**config.mk**
```make
export PLATFORM = sky130hd
export DESIGN_NAME = cosine_similarity_engine_unit
export DESIGN_NICKNAME = d
export VERILOG_FILES = /design/src/sv/cse_pkg.sv /design/src/sv/cosine_similarity_engine_unit.sv /design/src/sv/cse_front.sv /design/src/sv/cse_queue.sv /design/src/sv/cse_back.sv
export SDC_FILE = /design/constraint.sdc
export NUM_CORES = 2
export LEC_CHECK = 0
export ABC_CLOCK_PERIOD_IN_PS = 24200
export BUFFER_PORTS_ARGS = -buffer_cell sky130_fd_sc_hd__buf_4
export CORE_ASPECT_RATIO = 1.2
export CORE_MARGIN = 2
export CORE_UTILIZATION = 45
export DETAILED_ROUTE_END_ITERATION = 16
export GPL_TIMING_DRIVEN = 0
export PLACE_DENSITY_LB_ADDON = 0.25
export SYNTH_ARGS = -nofsm -noshare
export SYNTH_HDL_FRONTEND = slang
export SYNTH_SLANG_ARGS = --single-unit
```
**constraint.sdc**
```tcl
create_clock -name aclk -period 24.2 [get_ports aclk]
set_input_delay 3.63 -clock aclk [delete_from_list [all_inputs] [get_ports aclk]]
set_output_delay 3.63 -clock aclk [all_outputs]
set_load 0.02 [all_outputs]
```
**src/sv/cse_pkg.sv**
```systemverilog
// Shared types and constants for the cosine similarity engine.
`timescale 1ns / 1ps
`default_nettype none
package cse_pkg;
    localparam int ELEM_W    = 16;
    localparam int DOT_W     = 44;
    localparam int SQ_W      = 43;
    localparam int BIG_W     = 128;
    localparam int MUL_W     = 44;
    localparam int MUL_STEPS = 44;
    localparam int CNT_W     = 6;
    localparam int COS_W     = 16;

    localparam logic [COS_W-1:0] COS_ONE  = 16'h7FFF;
    localparam logic [COS_W-1:0] COS_ZERO = 16'h0000;
    localparam logic [15:0]      HI_INIT  = 16'h8000;

    typedef struct packed {
        logic signed [DOT_W-1:0] dot;
        logic [SQ_W-1:0]         sa;
        logic [SQ_W-1:0]         sb;
    } job_t;
endpackage
`default_nettype wire

```
**src/sv/cosine_similarity_engine_unit.sv**
```systemverilog
// Top level of the streaming cosine similarity engine.
//  channel | dir | tdata                          | tuser      | tlast
//  s_      | in  | [15:0] elem_a, [31:16] elem_b  | -          | last_pair
//  m_      | out | [15:0] cosine                  | degenerate | -
// The front end takes one pair per cycle; s_tready falls only when two
// finished vectors wait in the job queue. The back end pops a job, runs two
// 44-step shift-add multiplies, then up to 16 bisection steps, each a further
// 44-step multiply, and then loads the output register. A degenerate vector
// pair skips the multiplies and the bisection.
// aresetn is synchronous, active low; it empties the queue and accumulators.
`timescale 1ns / 1ps
`default_nettype none
module cosine_similarity_engine_unit import cse_pkg::*; (
    input  wire logic        aclk,
    input  wire logic        aresetn,
    input  wire logic        s_tvalid,
    output logic             s_tready,
    input  wire logic [31:0] s_tdata,   // elem_a, elem_b
    input  wire logic        s_tlast,
    output logic             m_tvalid,
    input  wire logic        m_tready,
    output logic [15:0]      m_tdata,   // cosine
    output logic [0:0]       m_tuser    // degenerate
);
    job_t push_job, pop_job;
    logic push, pop, full, job_valid, accept, deg;

    assign s_tready = !full;
    assign accept   = s_tvalid && s_tready;
    assign m_tuser  = deg;

    cse_front u_front (
        .aclk(aclk), .aresetn(aresetn), .accept(accept),
        .elem_a(s_tdata[15:0]), .elem_b(s_tdata[31:16]), .last_pair(s_tlast),
        .push(push), .job(push_job)
    );

    cse_queue u_queue (
        .aclk(aclk), .aresetn(aresetn), .push(push), .push_job(push_job),
        .full(full), .ready_out(job_valid), .pop(pop), .pop_job(pop_job)
    );

    cse_back u_back (
        .aclk(aclk), .aresetn(aresetn), .job_valid(job_valid), .job(pop_job),
        .pop(pop), .m_valid(m_tvalid), .m_ready(m_tready),
        .cosine(m_tdata), .degenerate(deg)
    );

`ifndef SYNTHESIS
    a_no_push_full: assert property (@(posedge aclk) disable iff (!aresetn)
        !(push && full)) else $error("job pushed into full queue");
    a_degen_value: assert property (@(posedge aclk) disable iff (!aresetn)
        m_tvalid && deg |-> (m_tdata == COS_ONE || m_tdata == COS_ZERO))
        else $error("degenerate result with unexpected cosine");
    a_pop_valid: assert property (@(posedge aclk) disable iff (!aresetn)
        pop |-> job_valid) else $error("pop from empty queue");
`endif
endmodule
`default_nettype wire

```
**src/sv/cse_front.sv**
```systemverilog
// Front end: accumulates dot product and sums of squares, emits one job per vector.
`timescale 1ns / 1ps
`default_nettype none
module cse_front import cse_pkg::*; (
    input  wire logic                     aclk,
    input  wire logic                     aresetn,
    input  wire logic                     accept,
    input  wire logic signed [ELEM_W-1:0] elem_a,
    input  wire logic signed [ELEM_W-1:0] elem_b,
    input  wire logic                     last_pair,
    output logic                          push,
    output job_t                          job
);
    logic signed [DOT_W-1:0] dot_reg, dot_next;
    logic [SQ_W-1:0]         sa_reg, sa_next, sb_reg, sb_next;
    logic signed [31:0]      prod, qa, qb;
    logic signed [DOT_W:0]   dsum;
    logic [SQ_W:0]           asum, bsum;

    always_comb begin
        prod = elem_a * elem_b;
        qa   = elem_a * elem_a;
        qb   = elem_b * elem_b;
        dsum = {{(DOT_W+1-32){prod[31]}}, prod} + {dot_reg[DOT_W-1], dot_reg};
        asum = {1'b0, sa_reg} + (SQ_W+1)'(qa[30:0]);
        bsum = {1'b0, sb_reg} + (SQ_W+1)'(qb[30:0]);
        // clamp at the accumulator widths
        if (dsum[DOT_W:DOT_W-1] == 2'b01) begin
            dot_next = {1'b0, {(DOT_W-1){1'b1}}};
        end else if (dsum[DOT_W:DOT_W-1] == 2'b10) begin
            dot_next = {1'b1, {(DOT_W-1){1'b0}}};
        end else begin
            dot_next = dsum[DOT_W-1:0];
        end
        sa_next  = asum[SQ_W] ? {SQ_W{1'b1}} : asum[SQ_W-1:0];
        sb_next  = bsum[SQ_W] ? {SQ_W{1'b1}} : bsum[SQ_W-1:0];
        job.dot  = dot_next;
        job.sa   = sa_next;
        job.sb   = sb_next;
        push     = accept && last_pair;
    end

    always_ff @(posedge aclk) begin
        if (!aresetn || push) begin
            dot_reg <= '0;
            sa_reg  <= '0;
            sb_reg  <= '0;
        end else if (accept) begin
            dot_reg <= dot_next;
            sa_reg  <= sa_next;
            sb_reg  <= sb_next;
        end
    end
endmodule
`default_nettype wire

```
**src/sv/cse_queue.sv**
```systemverilog
// Two-entry job queue between front and back end.
`timescale 1ns / 1ps
`default_nettype none
module cse_queue import cse_pkg::*; (
    input  wire logic aclk,
    input  wire logic aresetn,
    input  wire logic push,
    input  job_t      push_job,
    output logic      full,
    output logic      ready_out,
    input  wire logic pop,
    output job_t      pop_job
);
    job_t       slot_reg [2];
    logic       wr_reg, rd_reg;
    logic [1:0] cnt_reg;

    assign full      = cnt_reg == 2'd2;
    assign ready_out = cnt_reg != 2'd0;
    assign pop_job   = slot_reg[rd_reg];

    always_ff @(posedge aclk) begin
        if (push) begin
            slot_reg[wr_reg] <= push_job;
        end
        if (!aresetn) begin
            wr_reg  <= 1'b0;
            rd_reg  <= 1'b0;
            cnt_reg <= 2'd0;
        end else begin
            if (push) wr_reg <= ~wr_reg;
            if (pop)  rd_reg <= ~rd_reg;
            cnt_reg <= cnt_reg + 2'(push) - 2'(pop);
        end
    end
endmodule
`default_nettype wire

```
**src/sv/cse_back.sv**
```systemverilog
// Back end: serial shift-add multiplier and bisection search for the cosine.
`timescale 1ns / 1ps
`default_nettype none
module cse_back import cse_pkg::*; (
    input  wire logic        aclk,
    input  wire logic        aresetn,
    input  wire logic        job_valid,
    input  job_t             job,
    output logic             pop,
    output logic             m_valid,
    input  wire logic        m_ready,
    output logic [COS_W-1:0] cosine,
    output logic             degenerate
);
    typedef enum logic [2:0] {S_IDLE, S_MP, S_MR, S_MID, S_ML, S_OUT} state_t;

    state_t           state_reg;
    logic [BIG_W-1:0] mc_reg, acc_reg, p_reg, r_reg;
    logic [MUL_W-1:0] mp_reg, adot_reg;
    logic [CNT_W-1:0] cnt_reg;
    logic [15:0]      lo_reg, hi_reg, mid_reg;
    logic             neg_reg;
    logic [COS_W-1:0] res_reg, cos_reg;
    logic             rdeg_reg, deg_reg, mval_reg;

    logic [BIG_W-1:0] acc_next;
    logic [16:0]      msum, tval;
    logic [15:0]      mid;
    logic [33:0]      tsq;
    logic [MUL_W-1:0] jabs;
    logic             mul_last, out_free;

    always_comb begin
        acc_next = mp_reg[0] ? acc_reg + mc_reg : acc_reg;
        mul_last = cnt_reg == CNT_W'(1);
        msum     = {1'b0, lo_reg} + {1'b0, hi_reg} + 17'd1;
        mid      = msum[16:1];
        tval     = {mid, 1'b0} - 17'd1;
        tsq      = tval * tval;
        jabs     = job.dot[DOT_W-1] ? MUL_W'(-job.dot) : MUL_W'(job.dot);
        out_free = !mval_reg || m_ready;
        pop      = state_reg == S_IDLE && job_valid;
    end

    assign m_valid    = mval_reg;
    assign cosine     = cos_reg;
    assign degenerate = deg_reg;

    always_ff @(posedge aclk) begin
        if (!aresetn) begin
            state_reg <= S_IDLE;
            mval_reg  <= 1'b0;
        end else begin
            if (m_ready && state_reg != S_OUT) mval_reg <= 1'b0;
            case (state_reg)
                S_IDLE: begin
                    if (job_valid) begin
                        adot_reg <= jabs;
                        neg_reg  <= job.dot[DOT_W-1];
                        if (job.sa == '0 || job.sb == '0) begin
                            rdeg_reg  <= 1'b1;
                            res_reg   <= (job.sa == '0 && job.sb == '0) ? COS_ONE : COS_ZERO;
                            state_reg <= S_OUT;
                        end else begin
                            rdeg_reg  <= 1'b0;
                            mc_reg    <= BIG_W'(job.sa);
                            mp_reg    <= MUL_W'(job.sb);
                            acc_reg   <= '0;
                            cnt_reg   <= CNT_W'(MUL_STEPS);
                            state_reg <= S_MP;
                        end
                    end
                end
                S_MP, S_MR, S_ML: begin
                    if (mul_last) begin
                        if (state_reg == S_MP) begin
                            p_reg     <= acc_next;
                            mc_reg    <= BIG_W'(adot_reg);
                            mp_reg    <= adot_reg;
                            acc_reg   <= '0;
                            cnt_reg   <= CNT_W'(MUL_STEPS);
                            state_reg <= S_MR;
                        end else if (state_reg == S_MR) begin
                            r_reg     <= acc_next << 32;
                            lo_reg    <= '0;
                            hi_reg    <= HI_INIT;
                            state_reg <= S_MID;
                        end else begin
                            // keep mid when the scaled denominator fits under the numerator
                            if (acc_next <= r_reg) lo_reg <= mid_reg;
                            else                   hi_reg <= mid_reg - 16'd1;
                            state_reg <= S_MID;
                        end
                    end else begin
                        acc_reg <= acc_next;
                        mc_reg  <= mc_reg << 1;
                        mp_reg  <= mp_reg >> 1;
                        cnt_reg <= cnt_reg - CNT_W'(1);
                    end
                end
                S_MID: begin
                    if (lo_reg >= hi_reg) begin
                        if (neg_reg)        res_reg <= -lo_reg;
                        else if (lo_reg[15]) res_reg <= COS_ONE;
                        else                res_reg <= lo_reg;
                        state_reg <= S_OUT;
                    end else begin
                        mid_reg   <= mid;
                        mc_reg    <= p_reg;
                        mp_reg    <= MUL_W'(tsq[31:0]);
                        acc_reg   <= '0;
                        cnt_reg   <= CNT_W'(MUL_STEPS);
                        state_reg <= S_ML;
                    end
                end
                S_OUT: begin
                    if (out_free) begin
                        cos_reg   <= res_reg;
                        deg_reg   <= rdeg_reg;
                        mval_reg  <= 1'b1;
                        state_reg <= S_IDLE;
                    end
                end
                default: state_reg <= S_IDLE;
            endcase
        end
    end
endmodule
`default_nettype wire

```
==> results by stage <==
Setup path:
- The data arrival time at the worst-slack endpoint is roughly 15 ns.
- In this design, the largest share of critical-path delay is due to adder cells.
- The critical setup path kind is in -> reg.
- The worst path buffer plus inverter count is 9.
- On the critical path, the stage with the largest delay is an instance of clkbuf_1.
- The cell with the most instances on the worst path is a21o_1.
- The required time of the critical path is 24.79 ns.
- The worst-case reg-to-reg path depth is 35.
- The worst stage delay on the critical path is approximately 0.8 ns.
- The number of gates on the worst path with buffers counted is 39.
- The peak fanout along the critical path is 10.
- The worst setup path is launched from an input port.
- The worst setup path is captured at a flip-flop.

Yosys:
- In this run, synthesis produced a sequential element count of 1,056.
- The number of different library cells used by synthesis comes to about 110.
- In this run the mean area of a mapped cell was ~10 sq um.
- Yosys instantiated no cell more often than inv_1.
- The top cell type's share of synthesized area is approximately 29%.
- Synthesis produced a netlist whose cell count is ~9.3k.
- The number of synthesis warnings is 0.
- In the synthesized netlist the async set-or-reset flop fraction comes to 0%.
- By area the synthesized netlist is led by edfxtp_1 (29%), fa_1 (21%), ha_1 (9.3%).
- Sorting the synthesized cells by how often they occur yields inv_1 (1,366), fa_1 (1,008), edfxtp_1 (917).
- The number of nets in the synthesized netlist is ~11k.
- The post-synthesis cell type with the largest combined area is edfxtp_1.
- The synthesized netlist occupies a cell area of 0.09519 sq mm.
- The number of enable-type register cells in the synthesized netlist is 917.
- For this run, the leading register cell type out of synthesis is edfxtp_1.
- The sequential area share after synthesis is 31.85%.

Route:
- The post-route DRC violation count is 0.
- The overall routed net length is 288,300 um.
- The first-pass iteration count of the detailed router is 7.
- The detail-routed net length per standard cell is 23.26 um.
- The vias per cell is 5.605.
- The detail route stage leaves a number of antenna-violating nets equal to 0.
- After the first detailed-routing iteration, the DRC count stood at 5,083.
- The vias after detailed routing is 69.50k.

Timing:
- The total negative slack for setup checks is 0 ns.
- The worst path uses 59.38% of the clock period.
- Derived from the worst setup path, the maximum achievable clock frequency is 69.59 MHz.
- Setup violations remaining at the end of the flow were counted as 0.
- For the finished layout, the period the worst path requires is about 14 ns.
- The number of hold-slack violations in the final timing report is 0.
- The relative slew slack is 1.869%.
- Clock skew on the completed layout was measured at 0.05646 ns.
- The actual transition at the worst max-transition pin is about 1.5 ns.
- In the post-route analysis, the smallest setup slack over all paths is 9.830 ns.
- Setup repair after global routing left no endpoint under its margin.
- The count of pins over their slew limit is 0.

Clock tree:
- The clock net in this run drives a total of around 1.1k sinks.
- The number of clock buffers added by TritonCTS is 109.
- The maximum clock insertion buffer count is 3.
- CTS placed an instance of clkbuf_16 at the clock tree root.
- Gates resized during post-CTS repair numbered 0.
- The clock slew seen by the registers of the worst setup and hold paths is about 0.070 ns.
- The clock reaches the later pin of the worst-skew pair after between 0.7 and 0.8 ns.
- The buffers inserted during post-CTS setup optimization is 0.
- The clock tree from TritonCTS is yes.
- The number of hold buffers added after CTS was 0.
- The H-tree generated during clock tree synthesis spans 3 levels.

Die:
- The floorplan step set the die height to 507.8 um.
- The total area inside the core boundary comes to 0.2100 sq mm.
- The row count is 184.
- Pin placement for this block handled 56 I/O pins.
- The floorplan step defined a die boundary enclosing between 0.2 and 0.25 sq mm.
- The die is 423.9 um wide.
- The initial cell density of the core is 45.34%.

Placement:
- Detailed placement ended at an HPWL of between 200,000 and 250,000 um.
- OpenSTA, run right after detailed placement, puts the worst setup slack at between 9 and 10 ns.
- The count of port buffers added during placement is 47.
- Routability-driven placement finished with a final weighted congestion of 0.9582.

Final layout:
- The register with the most flip-flops in the layout has 260 of them.
- The layout cell share with drive strength beyond 1 is 5.624%.
- The net total in the final layout is around 11k.
- The area growth from synthesis to layout is 8.933%.

Global route:
- The initial antenna violation count is 9.
- Entering global routing, the biggest net connects 68 pins.
- The via count of the first global-routing pass was 72.58k.
- The total routing usage reported by global routing is 26.73%.
- Global routing finished with a remaining overflow of 0.
- The first global-routing pass estimated between 400,000 and 500,000 um of wire.

Job:
- The max capacitance violation total is 0.

Worst hold path:
- The worst hold path belongs to the class reg -> reg.
- The worst hold path passes through 0 cells.

Run status:
- The flow ran to the end, and the final reports show no timing, DRC or antenna violations.
[metal layers]
layer	wire (um)	part of all wire (%)	GRT usage, %	up-vias
li1	-	-	-	31790
met3	13850	4.8	2.951	705
met2	146100	51	47.98	2188
met5	28	0.0097	0	-
met1	108200	38	30.47	34810
met4	20160	7.0	16.30	4
[worst reg2reg max path: cells and delay by family, from the launching register on]
kind            cells  cell delay [ns]
simple gates        9             2.21
compound gates      8             1.67
xor+xnor            2             1.19
fa+ha+maj           9             3.96
buf+inv             7             1.32
flops               1             0.46
[through the flow]
| step | cells | hold slack (ns) | area [sq um] | utilization, % |
|---|---|---|---|---|
| 2_1_floorplan | 9304 | 0.4003 | 95190 | - |
| 3_3_place_gp | 12140 | 0.4109 | 99040 | 47.17 |
| 3_5_place_dp | 12180 | 0.4081 | 99850 | 47.56 |
| 4_1_cts | 12390 | 0.4193 | 103700 | 49.38 |
| 5_1_grt | 12390 | 0.4290 | 103700 | 49.38 |
| 6_report | 12400 | 0.4169 | 103700 | 49.39 |
[logic make-up after synthesis]
group / share of synthesized area (%)
muxes: 2.967
DFF: 31.85
xor gates and xnor gates: 4.001
and+or+nand+nor: 12.20
adders and majority gates: 30.68
buffers and inverters: 6.991
AOI/OAI and AO/OA: 11.31
[worst paths after layout]
check | start | endpoint | slack, ns
setup / recovery | s_tdata[24] | u_front.sb_reg[20] | 9.83
hold / removal | u_back.res_reg[2] | u_back.cosine[2] | 0.42
setup reg to reg | u_back.lo_reg[0] | u_back.mp_reg[28] | 13.29
hold reg to reg | u_back.res_reg[2] | u_back.cosine[2] | 0.42
[final cells by class]
type,count,area (sq um)
flip-flops and latches,1056,30320
plain buffers,379,1461
well taps,2790,3491
fillers,19300,106300
clock buffers,141,3069
inverters,1383,5196
repair buffers,90,1119
diodes,7,17.52
multi-input cells,6486,58270
clock inverters,66,750.7
[cell usage in the layout (no fill, tap or decap), types with 116 or more instances in the layout]
cell type | synthesis | final
a21o_1 | 234 | 234
dfxtp_1 | 139 | 139
mux2i_1 | 146 | 146
nand2_1 | 778 | 778
inv_1 | 1366 | 1367
a21oi_1 | 510 | 508
clkbuf_1 | 328 | 342
xor2_1 | 151 | 151
mux2_2 | 121 | 121
edfxtp_1 | 917 | 917
ha_1 | 704 | 704
and2_1 | 370 | 369
fa_1 | 1008 | 1007
nand4_1 | 116 | 116
nor2_1 | 578 | 574
o21ai_0 | 274 | 274
clkbuf_16 | 0 | 116
nor3_1 | 120 | 118
xnor2_1 | 265 | 265
Power is left out: the tool's default activity adds up to more than one toggle a clock period on the data nets, which glitch-free logic cannot reach.
